File: src/design/gcrf_pkg.sv
// shared types, constants, disk-code tables and the sequencer microprogram
package gcrf_pkg;

	// track geometry
	localparam int TRACK_SIZE_DEF = 6656;
	localparam int FMT_BYTES = 6240;
	localparam int ADDR_W = 12;
	localparam int CFG_IDX_W = 1;

	// byte offsets inside one 390-byte sector span
	localparam logic [8:0] OFF_AMARK = 9'd21;
	localparam logic [8:0] OFF_AFIELD = 9'd24;
	localparam logic [8:0] OFF_ATAIL = 9'd32;
	localparam logic [8:0] OFF_GAP = 9'd35;
	localparam logic [8:0] OFF_DMARK = 9'd41;
	localparam logic [8:0] OFF_DATA = 9'd44;
	localparam logic [8:0] OFF_UPPER = 9'd130;
	localparam logic [8:0] OFF_CSUM = 9'd386;
	localparam logic [8:0] OFF_DTAIL = 9'd387;
	localparam logic [8:0] OFF_END = 9'd389;

	// auxiliary groups
	localparam logic [8:0] AUX_TOP = 9'd129;
	localparam logic [7:0] AUX_STRIDE = 8'd86;
	localparam logic [7:0] AUX_STRIDE2 = 8'd172;
	localparam logic [6:0] AUX_FULL = 7'd84;

	localparam logic [7:0] VOLUME = 8'd254;
	localparam logic [7:0] SYNC_BYTE = 8'hFF;
	localparam logic [7:0] ODD_EVEN_MASK = 8'hAA;

	localparam logic [7:0] ADDR_MARK [3] = '{8'hD5, 8'hAA, 8'h96};
	localparam logic [7:0] DATA_MARK [3] = '{8'hD5, 8'hAA, 8'hAD};
	localparam logic [7:0] TAIL_MARK [3] = '{8'hDE, 8'hAA, 8'hEB};

	localparam logic [7:0] DISK_CODE [64] = '{
		8'h96, 8'h97, 8'h9A, 8'h9B, 8'h9D, 8'h9E, 8'h9F, 8'hA6,
		8'hA7, 8'hAB, 8'hAC, 8'hAD, 8'hAE, 8'hAF, 8'hB2, 8'hB3,
		8'hB4, 8'hB5, 8'hB6, 8'hB7, 8'hB9, 8'hBA, 8'hBB, 8'hBC,
		8'hBD, 8'hBE, 8'hBF, 8'hCB, 8'hCD, 8'hCE, 8'hCF, 8'hD3,
		8'hD6, 8'hD7, 8'hD9, 8'hDA, 8'hDB, 8'hDC, 8'hDD, 8'hDE,
		8'hDF, 8'hE5, 8'hE6, 8'hE7, 8'hE9, 8'hEA, 8'hEB, 8'hEC,
		8'hED, 8'hEE, 8'hEF, 8'hF2, 8'hF3, 8'hF4, 8'hF5, 8'hF6,
		8'hF7, 8'hF9, 8'hFA, 8'hFB, 8'hFC, 8'hFD, 8'hFE, 8'hFF
	};

	// physical to logical sector interleave
	localparam logic [3:0] ORDER_DOS [16] = '{
		4'd0, 4'd7, 4'd14, 4'd6, 4'd13, 4'd5, 4'd12, 4'd4,
		4'd11, 4'd3, 4'd10, 4'd2, 4'd9, 4'd1, 4'd8, 4'd15
	};
	localparam logic [3:0] ORDER_PRO [16] = '{
		4'd0, 4'd8, 4'd1, 4'd9, 4'd2, 4'd10, 4'd3, 4'd11,
		4'd4, 4'd12, 4'd5, 4'd13, 4'd6, 4'd14, 4'd7, 4'd15
	};

	// input opcodes
	localparam logic OP_LOAD = 1'b0;
	localparam logic OP_PULL = 1'b1;

	// configuration register indexes
	localparam logic [CFG_IDX_W-1:0] REG_TRACK = 1'b0;
	localparam logic [CFG_IDX_W-1:0] REG_ORDER = 1'b1;

	// byte class seen by the sequencer dispatch
	localparam logic [1:0] CLS_CONST = 2'd0;
	localparam logic [1:0] CLS_AUX = 2'd1;
	localparam logic [1:0] CLS_UP = 2'd2;

	// read address selects
	localparam logic [1:0] RD_A = 2'd0;
	localparam logic [1:0] RD_B = 2'd1;
	localparam logic [1:0] RD_C = 2'd2;
	localparam logic [1:0] RD_U = 2'd3;

	// accumulator capture ops
	localparam logic [2:0] CAP_NONE = 3'd0;
	localparam logic [2:0] CAP_LO = 3'd1;
	localparam logic [2:0] CAP_MID = 3'd2;
	localparam logic [2:0] CAP_HI = 3'd3;
	localparam logic [2:0] CAP_UP = 3'd4;

	// jump kinds
	localparam logic [1:0] J_NEXT = 2'd0;
	localparam logic [1:0] J_WAIT = 2'd1;
	localparam logic [1:0] J_CLASS = 2'd2;
	localparam logic [1:0] J_EMIT = 2'd3;

	// program steps
	localparam logic [3:0] P_IDLE = 4'd0;
	localparam logic [3:0] P_CLASS = 4'd1;
	localparam logic [3:0] P_AUX_A = 4'd2;
	localparam logic [3:0] P_AUX_B = 4'd3;
	localparam logic [3:0] P_AUX_C = 4'd4;
	localparam logic [3:0] P_AUX_D = 4'd5;
	localparam logic [3:0] P_UP_A = 4'd6;
	localparam logic [3:0] P_UP_B = 4'd7;
	localparam logic [3:0] P_EMIT_D = 4'd8;
	localparam logic [3:0] P_EMIT_C = 4'd9;

	typedef struct packed {
		logic opcode;
		logic [11:0] load_address;
		logic [7:0] load_byte;
	} in_item_t;

	typedef struct packed {
		logic [7:0] track_byte;
		logic last_byte;
	} out_item_t;

	// datapath control word
	typedef struct packed {
		logic rd_en;
		logic [1:0] rd_sel;
		logic [2:0] cap;
		logic emit;
		logic emit_data;
	} ctrl_t;

	typedef struct packed {
		logic [1:0] jmp;
		logic [3:0] next;
		ctrl_t ctrl;
	} uword_t;

	// microprogram rom
	function automatic uword_t ucode(input logic [3:0] pc);
		uword_t uw;
		uw = '0;
		case (pc)
			P_IDLE: begin
				uw.jmp = J_WAIT;
				uw.next = P_CLASS;
			end
			P_CLASS: begin
				uw.jmp = J_CLASS;
				uw.next = P_IDLE;
			end
			P_AUX_A: begin
				uw.next = P_AUX_B;
				uw.ctrl.rd_en = 1'b1;
				uw.ctrl.rd_sel = RD_A;
			end
			P_AUX_B: begin
				uw.next = P_AUX_C;
				uw.ctrl.rd_en = 1'b1;
				uw.ctrl.rd_sel = RD_B;
				uw.ctrl.cap = CAP_LO;
			end
			P_AUX_C: begin
				uw.next = P_AUX_D;
				uw.ctrl.rd_en = 1'b1;
				uw.ctrl.rd_sel = RD_C;
				uw.ctrl.cap = CAP_MID;
			end
			P_AUX_D: begin
				uw.next = P_EMIT_D;
				uw.ctrl.cap = CAP_HI;
			end
			P_UP_A: begin
				uw.next = P_UP_B;
				uw.ctrl.rd_en = 1'b1;
				uw.ctrl.rd_sel = RD_U;
			end
			P_UP_B: begin
				uw.next = P_EMIT_D;
				uw.ctrl.cap = CAP_UP;
			end
			P_EMIT_D: begin
				uw.jmp = J_EMIT;
				uw.next = P_IDLE;
				uw.ctrl.emit = 1'b1;
				uw.ctrl.emit_data = 1'b1;
			end
			P_EMIT_C: begin
				uw.jmp = J_EMIT;
				uw.next = P_IDLE;
				uw.ctrl.emit = 1'b1;
			end
			default: begin
				uw.jmp = J_NEXT;
				uw.next = P_IDLE;
			end
		endcase
		return uw;
	endfunction

endpackage

File: src/design/gcrf_seq.sv
// step counter and microprogram sequencer
module gcrf_seq
	import gcrf_pkg::*;
(
	input logic clk,
	input logic arst_n,
	input logic pull,
	input logic [1:0] cls,
	input logic out_busy,
	output ctrl_t ctrl,
	output logic idle
);

	logic [3:0] pc_q;
	logic [3:0] pc_d;
	uword_t uw;

	assign uw = ucode(pc_q);
	assign idle = (pc_q == P_IDLE);

	// emit only when the output register can take the item
	always_comb begin
		ctrl = uw.ctrl;
		ctrl.emit = uw.ctrl.emit & ~out_busy;
	end

	// next step selection
	always_comb begin
		pc_d = uw.next;
		case (uw.jmp)
			J_NEXT: pc_d = uw.next;
			J_WAIT: pc_d = pull ? uw.next : pc_q;
			J_CLASS: begin
				case (cls)
					CLS_AUX: pc_d = P_AUX_A;
					CLS_UP: pc_d = P_UP_A;
					default: pc_d = P_EMIT_C;
				endcase
			end
			J_EMIT: pc_d = out_busy ? pc_q : uw.next;
			default: pc_d = P_IDLE;
		endcase
	end

	always_ff @(posedge clk or negedge arst_n) begin
		if (!arst_n) begin
			pc_q <= P_IDLE;
		end else begin
			pc_q <= pc_d;
		end
	end

endmodule

File: config.mk
export PLATFORM = sky130hd
export DESIGN_NAME = gcrf_seq
export DESIGN_NICKNAME = d
export VERILOG_FILES = /design/src/design/gcrf_pkg.sv /design/src/design/gcrf_seq.sv
export SDC_FILE = /design/constraint.sdc
export NUM_CORES = 1
export LEC_CHECK = 0
export ABC_AREA = 1
export BUFFER_PORTS_ARGS = -buffer_cell sky130_fd_sc_hd__buf_2
export CAP_MARGIN = 20
export CORE_AREA = 2 2 39 41
export DETAILED_ROUTE_END_ITERATION = 12
export DIE_AREA = 0 0 41 43
export PLACE_DENSITY = 0.45
export SYNTH_ARGS = -nofsm -noshare
export SYNTH_HDL_FRONTEND = slang
export SYNTH_SLANG_ARGS = --single-unit
export TNS_END_PERCENT = 50
File: constraint.sdc
create_clock -name clk -period 2.4 [get_ports clk]
set_clock_uncertainty 0.05 [all_clocks]
set_input_delay 0.24 -clock clk [delete_from_list [all_inputs] [get_ports clk]]
set_output_delay 0.24 -clock clk [all_outputs]
set_load 0.05 [all_outputs]
==> flow_metrics.py <==
metrics = {
    "status": {
        "status": "complete, no violations",
    },
    "sta": {
        "min_period_ns": 1.75,
        "maxSlewViolCount": 0,
        "hold_slack_ns": 0.279,
        "rsz0062_at_grt": "no",
        "relSlewSlack_pct": 78.1,
        "timing.fmax_ghz": 0.572,
        "hold_viol": 0,
        "setup_violations": 0,
        "setup_tns_ns": 0,
        "timing.final.crit_share_pct": 72.8,
        "tightest_slew_ns": 0.328,
    },
    "routing": {
        "drtIter0Drc": 1,
        "wl_per_cell_um": 9.28,
        "firstDrtPassIters": 4,
        "via_per_inst": 4.43,
        "route.detailed.drc": 0,
        "routed_wl_um": 742,
        "ant_nets": 0,
        "via_count": 354,
    },
    "yosys": {
        "synth_cell_types": 16,
        "synth.top_cell.area_share_pct": 30.2,
        "netlist_area_sq_um": 332,
        "synth.avg_cell_area_sq_um": 7.05,
        "synth_top_family_by_area": "simple AND/OR/NAND/NOR gates",
        "synth-adder-area-share_pct": 3.77,
        "yosysWarnings": 0,
        "synth.mux.area_fraction_pct": 0,
        "synth_top_area_cell": "dfrtp_1",
        "synth_area_leaders": "dfrtp_1 30%, nand2_1 12%, nor2_4 10%",
        "seq_area_frac_synth_pct": 30.2,
        "synthCells": 47,
        "synth-simple-area-share_pct": 46.0,
        "synth_compound_area_share_pct": 6.42,
        "synth_fp_nets": 54,
        "synth_xor_area_share_pct": 0,
        "ys_seq_elements": 4,
    },
    "global_routing": {
        "grt_overflow": 0,
        "antenna_found_initial": 0,
        "grt_pass1_wl_mm": 1.10,
        "grt_max_degree": 10,
        "grt_pass1_vias": 290,
        "grt_usage_pct": 9.96,
    },
    "die": {
        "die_h_um": 43,
        "die_area_sq_mm": 0.00176,
        "core-area_sq_mm": 0.00138,
        "ios": 15,
        "rows": 14,
        "start_util_pct": 24.0,
        "dieWidth_um": 41,
    },
    "clock_tree": {
        "post-cts-setup-buffers": 0,
        "cts.root.buffer_cell": "clkbuf_4",
        "clock_sinks": 4,
        "clkLatencyLatePin_ns": 0.24,
        "numCtsBuffers": 3,
        "tritoncts": "done",
        "clockBufferDepth": 2,
        "htreeDepth": 1,
        "clk_pin_slew_worst_paths_ns": 0.04,
    },
    "cells_and_area": {
        "top_regs": "pc_q: 4 flops",
        "largest_register": "pc_q",
        "largest_register_ffs": 4,
        "final_util_pct": 32.0,
        "fin_cells": 80,
        "drive_gt1_share_pct": 42.2,
        "n_antenna_cell": 0,
        "syn2layout_area_growth_pct": 33.6,
        "nNetsFinal": 73,
    },
    "placed_design": {
        "dpl.hpwl_um": 579,
        "io_buffers": 14,
        "place_congestion": 0.689,
        "dp_cells": 76,
    },
    "critical_path": {
        "crit_path_max_fanout": 6,
        "crit_arrival_ns": 1.46,
        "end_kind": "output pin",
        "path_cells": "nor2_4 > nand3_1 > nand2_2 > inv_2 > nor2_2 > buf_2",
        "slowest_stage": "dfrtp_1",
        "crit_required_ns": 2.11,
        "start_kind": "flip-flop",
        "critPathBufInv": 2,
        "crit_type": "flip-flop to output pin",
        "crit_family": "simple AND/OR/NAND/NOR gates",
        "max_stage_delay_ns": 0.45,
    },
    "hold_path": {
        "worstHoldPathType": "primary input to async pin",
    },
    "job": {
        "drv_cap": 0,
    },
}
==> through the flow <==
step                setup slack, ns  area (sq um)
finish                        0.653           443
global route                  0.546           443
CTS                           0.636           443
detailed placement            0.905           410
global placement              0.900           410
floorplan                     0.296           332
==> worst paths after layout <==
| path | start | endpoint | slack, ns | depth (start not counted) |
|---|---|---|---|---|
| max reg2reg | pc_q[1]$_DFFE_PN0P_ | pc_q[0]$_DFFE_PN0P_ | 1.23 | 6 |
| min in group clk | out_busy | pc_q[3]$_DFFE_PN0P_ | 0.28 | 3 |
| max in group asynchronous | arst_n | pc_q[0]$_DFFE_PN0P_ | 1.90 | 2 |
| min | arst_n | pc_q[2]$_DFFE_PN0P_ | 0.28 | 2 |
| min reg2reg | pc_q[0]$_DFFE_PN0P_ | pc_q[0]$_DFFE_PN0P_ | 0.55 | 2 |
| max | pc_q[2]$_DFFE_PN0P_ | ctrl[5] | 0.65 | 6 |
==> synth_stat cells, drive strengths merged <==
cell type / n
dfrtp: 4
o22ai: 1
inv: 9
buf: 1
o31ai: 1
nand2: 13
nor3: 2
nand3: 5
nor2: 9
o211ai: 1
ha: 1
==> layout by cell type, fill, tap and decap left out, drive strengths merged <==
| cell | n |
|---|---|
| nand3 | 5 |
| inv | 9 |
| nor2 | 9 |
| dfrtp | 4 |
| clkbuf | 3 |
| buf | 14 |
| o31ai | 1 |
| o22ai | 1 |
| dlygate4sd3 | 1 |
| ha | 1 |
| nor3 | 2 |
| nand2 | 13 |
| o211ai | 1 |
==> per-layer routing <==
layer / up-vias / track usage (%) / share of wire [%]
met4: 0 / 8.00 / 0
met1: 157 / 9.39 / 42
li1: 183 / - / -
met3: 0 / 4.71 / 8.5
met5: - / 0 / 0
met2: 14 / 15.3 / 50
==> kinds of logic after synthesis <==
group                    Yosys count
adder cells (fa/ha/maj)            1
buffers and inverters             10
AND/OR/NAND/NOR                   29
flip-flops                         4
AO/OA/AOI/OAI                      3
==> final cells by class <==
type                       instances  area (sq um)
multi-input combinational         33           186
fill                             164           941
timing repair buffer              15          80.1
inverter                           9          33.8
clock buffer                       3          22.5
tap                               16          20.0
sequential                         4           100
==> repair_timing <==
item / CTS / global route
hold buffers: 1 / 0
resized for setup: 0 / 0
hold endpoints to repair: 4 / 0
setup endpoints to repair: 0 / 0
Power is not shown: default switching activity piles up to over one toggle a cycle in this logic, so the estimate is an artifact.
