--- config.mk ---
export PLATFORM = sky130hd
export DESIGN_NAME = gcrf_dp
export DESIGN_NICKNAME = d
export VERILOG_FILES = /design/src/design/gcrf_pkg.sv /design/src/design/gcrf_dp.sv
export SDC_FILE = /design/constraint.sdc
export NUM_CORES = 1
export LEC_CHECK = 0
export CORE_AREA = 2 2 102 104
export DETAILED_ROUTE_END_ITERATION = 7
export DIE_AREA = 0 0 104 106
export DONT_BUFFER_PORTS = 1
export GPL_ROUTABILITY_DRIVEN = 0
export PLACE_DENSITY = 0.67
export SLEW_MARGIN = 25
export SYNTH_ARGS = -nofsm -noshare
export SYNTH_HDL_FRONTEND = slang
export SYNTH_SLANG_ARGS = --single-unit
--- constraint.sdc ---
create_clock -name clk -period 3.6 [get_ports clk]
set_input_delay 0.72 -clock clk [delete_from_list [all_inputs] [get_ports clk]]
set_output_delay 0.72 -clock clk [all_outputs]
set_load 0.02 [all_outputs]
--- src/design/gcrf_pkg.sv ---
// shared types, constants, disk-code tables and the sequencer microprogram
package gcrf_pkg;

	// track geometry
	localparam int TRACK_SIZE_DEF = 6656;
	localparam int FMT_BYTES = 6240;
	localparam int ADDR_W = 12;
	localparam int CFG_IDX_W = 1;

	// byte offsets inside one 390-byte sector span
	localparam logic [8:0] OFF_AMARK = 9'd21;
	localparam logic [8:0] OFF_AFIELD = 9'd24;
	localparam logic [8:0] OFF_ATAIL = 9'd32;
	localparam logic [8:0] OFF_GAP = 9'd35;
	localparam logic [8:0] OFF_DMARK = 9'd41;
	localparam logic [8:0] OFF_DATA = 9'd44;
	localparam logic [8:0] OFF_UPPER = 9'd130;
	localparam logic [8:0] OFF_CSUM = 9'd386;
	localparam logic [8:0] OFF_DTAIL = 9'd387;
	localparam logic [8:0] OFF_END = 9'd389;

	// auxiliary groups
	localparam logic [8:0] AUX_TOP = 9'd129;
	localparam logic [7:0] AUX_STRIDE = 8'd86;
	localparam logic [7:0] AUX_STRIDE2 = 8'd172;
	localparam logic [6:0] AUX_FULL = 7'd84;

	localparam logic [7:0] VOLUME = 8'd254;
	localparam logic [7:0] SYNC_BYTE = 8'hFF;
	localparam logic [7:0] ODD_EVEN_MASK = 8'hAA;

	localparam logic [7:0] ADDR_MARK [3] = '{8'hD5, 8'hAA, 8'h96};
	localparam logic [7:0] DATA_MARK [3] = '{8'hD5, 8'hAA, 8'hAD};
	localparam logic [7:0] TAIL_MARK [3] = '{8'hDE, 8'hAA, 8'hEB};

	localparam logic [7:0] DISK_CODE [64] = '{
		8'h96, 8'h97, 8'h9A, 8'h9B, 8'h9D, 8'h9E, 8'h9F, 8'hA6,
		8'hA7, 8'hAB, 8'hAC, 8'hAD, 8'hAE, 8'hAF, 8'hB2, 8'hB3,
		8'hB4, 8'hB5, 8'hB6, 8'hB7, 8'hB9, 8'hBA, 8'hBB, 8'hBC,
		8'hBD, 8'hBE, 8'hBF, 8'hCB, 8'hCD, 8'hCE, 8'hCF, 8'hD3,
		8'hD6, 8'hD7, 8'hD9, 8'hDA, 8'hDB, 8'hDC, 8'hDD, 8'hDE,
		8'hDF, 8'hE5, 8'hE6, 8'hE7, 8'hE9, 8'hEA, 8'hEB, 8'hEC,
		8'hED, 8'hEE, 8'hEF, 8'hF2, 8'hF3, 8'hF4, 8'hF5, 8'hF6,
		8'hF7, 8'hF9, 8'hFA, 8'hFB, 8'hFC, 8'hFD, 8'hFE, 8'hFF
	};

	// physical to logical sector interleave
	localparam logic [3:0] ORDER_DOS [16] = '{
		4'd0, 4'd7, 4'd14, 4'd6, 4'd13, 4'd5, 4'd12, 4'd4,
		4'd11, 4'd3, 4'd10, 4'd2, 4'd9, 4'd1, 4'd8, 4'd15
	};
	localparam logic [3:0] ORDER_PRO [16] = '{
		4'd0, 4'd8, 4'd1, 4'd9, 4'd2, 4'd10, 4'd3, 4'd11,
		4'd4, 4'd12, 4'd5, 4'd13, 4'd6, 4'd14, 4'd7, 4'd15
	};

	// input opcodes
	localparam logic OP_LOAD = 1'b0;
	localparam logic OP_PULL = 1'b1;

	// configuration register indexes
	localparam logic [CFG_IDX_W-1:0] REG_TRACK = 1'b0;
	localparam logic [CFG_IDX_W-1:0] REG_ORDER = 1'b1;

	// byte class seen by the sequencer dispatch
	localparam logic [1:0] CLS_CONST = 2'd0;
	localparam logic [1:0] CLS_AUX = 2'd1;
	localparam logic [1:0] CLS_UP = 2'd2;

	// read address selects
	localparam logic [1:0] RD_A = 2'd0;
	localparam logic [1:0] RD_B = 2'd1;
	localparam logic [1:0] RD_C = 2'd2;
	localparam logic [1:0] RD_U = 2'd3;

	// accumulator capture ops
	localparam logic [2:0] CAP_NONE = 3'd0;
	localparam logic [2:0] CAP_LO = 3'd1;
	localparam logic [2:0] CAP_MID = 3'd2;
	localparam logic [2:0] CAP_HI = 3'd3;
	localparam logic [2:0] CAP_UP = 3'd4;

	// jump kinds
	localparam logic [1:0] J_NEXT = 2'd0;
	localparam logic [1:0] J_WAIT = 2'd1;
	localparam logic [1:0] J_CLASS = 2'd2;
	localparam logic [1:0] J_EMIT = 2'd3;

	// program steps
	localparam logic [3:0] P_IDLE = 4'd0;
	localparam logic [3:0] P_CLASS = 4'd1;
	localparam logic [3:0] P_AUX_A = 4'd2;
	localparam logic [3:0] P_AUX_B = 4'd3;
	localparam logic [3:0] P_AUX_C = 4'd4;
	localparam logic [3:0] P_AUX_D = 4'd5;
	localparam logic [3:0] P_UP_A = 4'd6;
	localparam logic [3:0] P_UP_B = 4'd7;
	localparam logic [3:0] P_EMIT_D = 4'd8;
	localparam logic [3:0] P_EMIT_C = 4'd9;

	typedef struct packed {
		logic opcode;
		logic [11:0] load_address;
		logic [7:0] load_byte;
	} in_item_t;

	typedef struct packed {
		logic [7:0] track_byte;
		logic last_byte;
	} out_item_t;

	// datapath control word
	typedef struct packed {
		logic rd_en;
		logic [1:0] rd_sel;
		logic [2:0] cap;
		logic emit;
		logic emit_data;
	} ctrl_t;

	typedef struct packed {
		logic [1:0] jmp;
		logic [3:0] next;
		ctrl_t ctrl;
	} uword_t;

	// microprogram rom
	function automatic uword_t ucode(input logic [3:0] pc);
		uword_t uw;
		uw = '0;
		case (pc)
			P_IDLE: begin
				uw.jmp = J_WAIT;
				uw.next = P_CLASS;
			end
			P_CLASS: begin
				uw.jmp = J_CLASS;
				uw.next = P_IDLE;
			end
			P_AUX_A: begin
				uw.next = P_AUX_B;
				uw.ctrl.rd_en = 1'b1;
				uw.ctrl.rd_sel = RD_A;
			end
			P_AUX_B: begin
				uw.next = P_AUX_C;
				uw.ctrl.rd_en = 1'b1;
				uw.ctrl.rd_sel = RD_B;
				uw.ctrl.cap = CAP_LO;
			end
			P_AUX_C: begin
				uw.next = P_AUX_D;
				uw.ctrl.rd_en = 1'b1;
				uw.ctrl.rd_sel = RD_C;
				uw.ctrl.cap = CAP_MID;
			end
			P_AUX_D: begin
				uw.next = P_EMIT_D;
				uw.ctrl.cap = CAP_HI;
			end
			P_UP_A: begin
				uw.next = P_UP_B;
				uw.ctrl.rd_en = 1'b1;
				uw.ctrl.rd_sel = RD_U;
			end
			P_UP_B: begin
				uw.next = P_EMIT_D;
				uw.ctrl.cap = CAP_UP;
			end
			P_EMIT_D: begin
				uw.jmp = J_EMIT;
				uw.next = P_IDLE;
				uw.ctrl.emit = 1'b1;
				uw.ctrl.emit_data = 1'b1;
			end
			P_EMIT_C: begin
				uw.jmp = J_EMIT;
				uw.next = P_IDLE;
				uw.ctrl.emit = 1'b1;
			end
			default: begin
				uw.jmp = J_NEXT;
				uw.next = P_IDLE;
			end
		endcase
		return uw;
	endfunction

endpackage

--- src/design/gcrf_dp.sv ---
// track position, store addressing, 6-and-2 chain and byte formation
module gcrf_dp
	import gcrf_pkg::*;
#(
	parameter int TRACK_SIZE = TRACK_SIZE_DEF
) (
	input logic clk,
	input logic arst_n,
	input ctrl_t ctrl,
	input logic [7:0] trk_num,
	input logic sector_order,
	input logic [7:0] rdata,
	output logic re,
	output logic [ADDR_W-1:0] raddr,
	output logic [1:0] cls,
	output logic [7:0] byte_out,
	output logic last_out
);

	localparam int POS_W = $clog2(TRACK_SIZE);
	localparam logic [POS_W:0] TRACK_LIM = (POS_W+1)'(TRACK_SIZE);
	localparam logic [POS_W:0] FMT_LIM = (POS_W+1)'(FMT_BYTES);

	logic [POS_W-1:0] pos_q;
	logic [4:0] sec_q;
	logic [8:0] off_q;
	logic [5:0] chain_q;
	logic [5:0] acc_q;

	logic fmt;
	logic [8:0] g_full;
	logic [6:0] g;
	logic [8:0] u_full;
	logic [3:0] phys;
	logic [1:0] dsw;
	logic [5:0] prev;
	logic [8:0] rel;
	logic [7:0] fld;
	logic [7:0] sec_byte;
	logic [7:0] const_byte;
	logic [POS_W:0] pos_inc;

	function automatic logic [1:0] swap2(input logic [7:0] b);
		return {b[0], b[1]};
	endfunction

	assign fmt = ({1'b0, pos_q} < FMT_LIM);
	assign g_full = AUX_TOP - off_q;
	assign g = g_full[6:0];
	assign u_full = off_q - OFF_UPPER;
	assign phys = sector_order ? ORDER_PRO[sec_q[3:0]] : ORDER_DOS[sec_q[3:0]];
	assign dsw = swap2(rdata);
	assign prev = (off_q == OFF_DATA) ? 6'd0 : chain_q;
	assign sec_byte = {4'd0, sec_q[3:0]};
	assign pos_inc = {1'b0, pos_q} + (POS_W+1)'(1);

	// byte class for the dispatch step
	always_comb begin
		cls = CLS_CONST;
		if (fmt && off_q >= OFF_DATA && off_q < OFF_UPPER) begin
			cls = CLS_AUX;
		end else if (fmt && off_q >= OFF_UPPER && off_q < OFF_CSUM) begin
			cls = CLS_UP;
		end
	end

	// store read address
	assign re = ctrl.rd_en;
	always_comb begin
		case (ctrl.rd_sel)
			RD_A: raddr = {phys, 1'b0, g};
			RD_B: raddr = {phys, {1'b0, g} + AUX_STRIDE};
			RD_C: raddr = {phys, {1'b0, g} + AUX_STRIDE2};
			RD_U: raddr = {phys, u_full[7:0]};
			default: raddr = {phys, 8'd0};
		endcase
	end

	// accumulator collects one chain value
	always_ff @(posedge clk) begin
		case (ctrl.cap)
			CAP_LO: acc_q <= {4'd0, dsw};
			CAP_MID: acc_q[3:2] <= dsw;
			CAP_HI: acc_q[5:4] <= (g < AUX_FULL) ? dsw : 2'd0;
			CAP_UP: acc_q <= rdata[7:2];
			default: acc_q <= acc_q;
		endcase
	end

	// address field byte select, odd-even encoded
	always_comb begin
		rel = off_q - OFF_AFIELD;
		case (rel[2:1])
			2'd0: fld = VOLUME;
			2'd1: fld = trk_num;
			2'd2: fld = sec_byte;
			default: fld = VOLUME ^ trk_num ^ sec_byte;
		endcase
	end

	// framing, marks, sync, address field and checksum bytes
	always_comb begin
		const_byte = SYNC_BYTE;
		if (!fmt || off_q < OFF_AMARK) begin
			const_byte = SYNC_BYTE;
		end else if (off_q < OFF_AFIELD) begin
			const_byte = ADDR_MARK[2'(off_q - OFF_AMARK)];
		end else if (off_q < OFF_ATAIL) begin
			const_byte = rel[0] ? (fld | ODD_EVEN_MASK) : ((fld >> 1) | ODD_EVEN_MASK);
		end else if (off_q < OFF_GAP) begin
			const_byte = TAIL_MARK[2'(off_q - OFF_ATAIL)];
		end else if (off_q < OFF_DMARK) begin
			const_byte = SYNC_BYTE;
		end else if (off_q < OFF_DATA) begin
			const_byte = DATA_MARK[2'(off_q - OFF_DMARK)];
		end else if (off_q == OFF_CSUM) begin
			const_byte = DISK_CODE[chain_q];
		end else if (off_q >= OFF_DTAIL) begin
			const_byte = TAIL_MARK[2'(off_q - OFF_DTAIL)];
		end
	end

	assign byte_out = ctrl.emit_data ? DISK_CODE[acc_q ^ prev] : const_byte;
	assign last_out = (pos_inc >= TRACK_LIM);

	// position advances when an item goes out, chain value when a data item goes out
	always_ff @(posedge clk or negedge arst_n) begin
		if (!arst_n) begin
			pos_q <= '0;
			sec_q <= '0;
			off_q <= '0;
			chain_q <= '0;
		end else if (ctrl.emit) begin
			if (ctrl.emit_data) begin
				chain_q <= acc_q;
			end
			if (last_out) begin
				pos_q <= '0;
				sec_q <= '0;
				off_q <= '0;
			end else begin
				pos_q <= pos_inc[POS_W-1:0];
				if (off_q == OFF_END) begin
					off_q <= '0;
					sec_q <= sec_q + 5'd1;
				end else begin
					off_q <= off_q + 9'd1;
				end
			end
		end
	end

endmodule

==> reports/results.ini <==
[global_route]
grt_overflow = 0
grt_pass1_vias = 4732
grt_usage_pct = 24.0
grt_first_pass_wirelength_um = 22200
antenna_found_initial = 0
grt_max_degree = 33

[run_status]
status = finished with violations
violations = negative setup slack

[detailed_routing]
viasPerCell = 6.41
wirelength_um = 13700
drc = 0
wl_per_cell_um = 17.2
vias = 5121
drtPass1Iterations = 7
drtIter0Drc = 614
ant_nets = 0

[floorplanning]
start_util_pct = 48.9
die_h_um = 106
core_mm2 = 0.0100
fp.dieArea_mm2 = 0.0110
die_w_um = 104
core.rowCount = 37
pin_count = 51

[clock_network]
cts_tree = done
ctsLongestPathBuffers = 2
ctsRootBufferMaster = clkbuf_8
numCtsBuffers = 5
clk-insertion-delay-late_ns = 0.30
holdBufCountCts = 0
cts.clk_slew.worst_paths_ns = 0.08
htree_levels = 2
clock-sinks = 38

[sta]
slew_violations = 0
rsz0062_at_grt = yes
hold_violations = 0
fin_worst_skew_ns = 0.00506
hold_ws_ns = 0.109
worstMarginPinSlew_ns = 0.710
fin_ws_ns = -0.163
max_freq_ghz = 0.266
relSlewSlack_pct = 52.3
layout_worst_path_cycle_share_pct = 105
final.setup.tns_ns = -0.586
fin_crit_ns = 3.76
setup_viol = 5

[worst_setup_path]
end_kind = output pin
crit_path_start_kind = flip-flop
setup.worst_path.end = byte_out[1]
r2r_slack_ns = 0.97
required_ns = 2.88
cp.arrival_ns = 3.04
critPathKind = reg -> out
timing.rr.end = off_q[0]
r2r_start = pos_q[1]
reg2regPathDepth = 8
startpoint = off_q[0]
crit_fanout = 4

[synth]
syn_nets = 704
synth-warning-count = 0
ys.flop_type = dfrtp_1
synthCells = 641
synth_enable_flop_cells = 6
yosysSeqAreaShare_pct = 20.1
synth_cell_type_count = 81
yosys_register_bits = 38
async_flop_share_pct = 84.2
synth_area_mm2 = 0.00489
synth.avg_cell_area_um2 = 7.62

[placed_design]
dp_cells = 779
io_buffers = 0
dpl_cell_area_mm2 = 0.00520
detailed_place_hpwl_um = 9950

[power_and_ir_drop]
totalPowerFinal_mw = 3.23
p_clk_share_pct = 12.9
combPwrFrac_pct = 67.5
powerDensity_mw_per_mm2 = 572
p_int_mw = 1.65
peakVddDrop_v = 0.000419
p_leak_nw = 2.20
sequentialPowerShare_pct = 19.7
switching_share_pct = 49.0
switching_power_mw = 1.58

[finish]
final_cell_mix = nand2_1, nor2_1, buf_4, a21oi_1, o21ai_0
area_delta_synth_final_pct = 15.5
final_common_cell = nand2_1
fin_cells = 799
stdcell_area_mm2 = 0.00564
antenna_cells = 0
nets = 725
layout-drive-gt1-share_pct = 18.9
nFillCells = 946

[min_path]
hold_class = in -> async

[run]
cap_viol_max_count = 0

-- area by class of cell --
| type | count | area [um^2] | area share [%] |
|---|---|---|---|
| multi-input combinational | 531 | 3790 | 67.2 |
| sequential | 38 | 982 | 17.4 |
| timing repair buffer | 55 | 452 | 8.00 |
| tap | 136 | 170 | 3.02 |
| inverter | 31 | 116 | 2.06 |
| clock buffer | 6 | 93.8 | 1.66 |
| clock inverter | 2 | 38.8 | 0.687 |
-- logic make-up after synthesis --
family / after synthesis / share of synthesized area [%]
XOR/XNOR: 24 / 5.15
multiplexers: 25 / 5.48
AND/OR/NAND/NOR: 240 / 23.8
adder cells (fa/ha/maj): 36 / 9.22
AO/OA/AOI/OAI: 206 / 29.9
flip-flops: 38 / 20.1
buffers and inverters: 72 / 6.45
-- sequential cells by signal, summed over array words and instances, names as in the netlist --
register,count
pos_q,13
sec_q,4
acc_q,6
chain_q,6
off_q,9
-- cells in the mapped netlist, types with 6 or more instances --
master,instances,area [um^2]
a22o_1,6,52.6
inv_1,30,113
o21ai_0,40,200
mux2i_1,11,110
o211ai_1,7,52.6
o2bb2ai_1,7,61.3
ha_1,36,450
a21oi_1,44,220
o21ai_1,8,40.0
xnor2_1,13,114
o2111ai_1,6,52.6
nand2b_1,9,56.3
xor2_1,7,61.3
nand2_1,74,278
clkbuf_1,26,97.6
nand3_1,26,130
or3_1,6,37.5
a211oi_1,9,67.6
nor2_1,52,195
a221oi_1,6,52.6
edfxtp_1,6,180
nor2b_1,12,75.1
a31oi_1,8,50.1
nor3_1,28,140
dfrtp_1,32,801
mux2_2,14,158
-- per-stage QoR --
step | utilization [%] | worst slack [ns]
detailed placement | 52.0 | 0.0912
CTS | 55.6 | -0.106
global route | 56.4 | -0.253
floorplan | - | 0.0153
finish | 56.4 | -0.163
global placement | 52.0 | 0.132
-- metal layers --
| layer | global-route usage [%] | routed length (um) | up-vias |
|---|---|---|---|
| met5 | 0 | 0 | - |
| met4 | 8.30 | 325 | 0 |
| met3 | 3.68 | 1080 | 43 |
| met2 | 39.8 | 6390 | 274 |
| met1 | 32.1 | 5930 | 2395 |
| li1 | - | - | 2409 |
-- worst max-delay path: stages (launching register included) --
cell,delay (ns)
dfrtp_1,0.39
or4b_4,0.58
or3_4,0.36
nand2_4,0.10
xnor2_4,0.12
inv_2,0.12
buf_6,0.13
ha_4,0.14
mux2i_1,0.06
o211ai_1,0.24
o21ai_1,0.11
a221o_1,0.40
-- power by group through the flow --
stage	clock network [mW]	registers, mW	logic [mW]
global placement	0	0.626	1.89
floorplan	0	0.592	1.49
CTS	0.427	0.631	2.06
detailed placement	0	0.633	1.92
global route	0.440	0.648	2.35
finish	0.416	0.634	2.18
-- worst min-delay path by stage --
stage / from / to / slack (ns) / depth (start not counted)
finish: arst_n / chain_q[5] / 0.11 / 0
global route: arst_n / pos_q[3] / 0.09 / 0
CTS: arst_n / sec_q[3] / 0.1 / 0
detailed placement: arst_n / pos_q[2] / 0.43 / 0
global placement: arst_n / pos_q[4] / 0.43 / 0
floorplan: arst_n / chain_q[0] / 0.42 / 0
-- repair_timing --
item | 4_1_cts | 5_1_grt
gates resized for setup | 25 | 14
pin swaps | 10 | 10
endpoints found under the setup margin | 6 | 9
cloned | 0 | 0
setup buffers | 9 | 3
No activity file was read; power rests on OpenSTA's default activity.
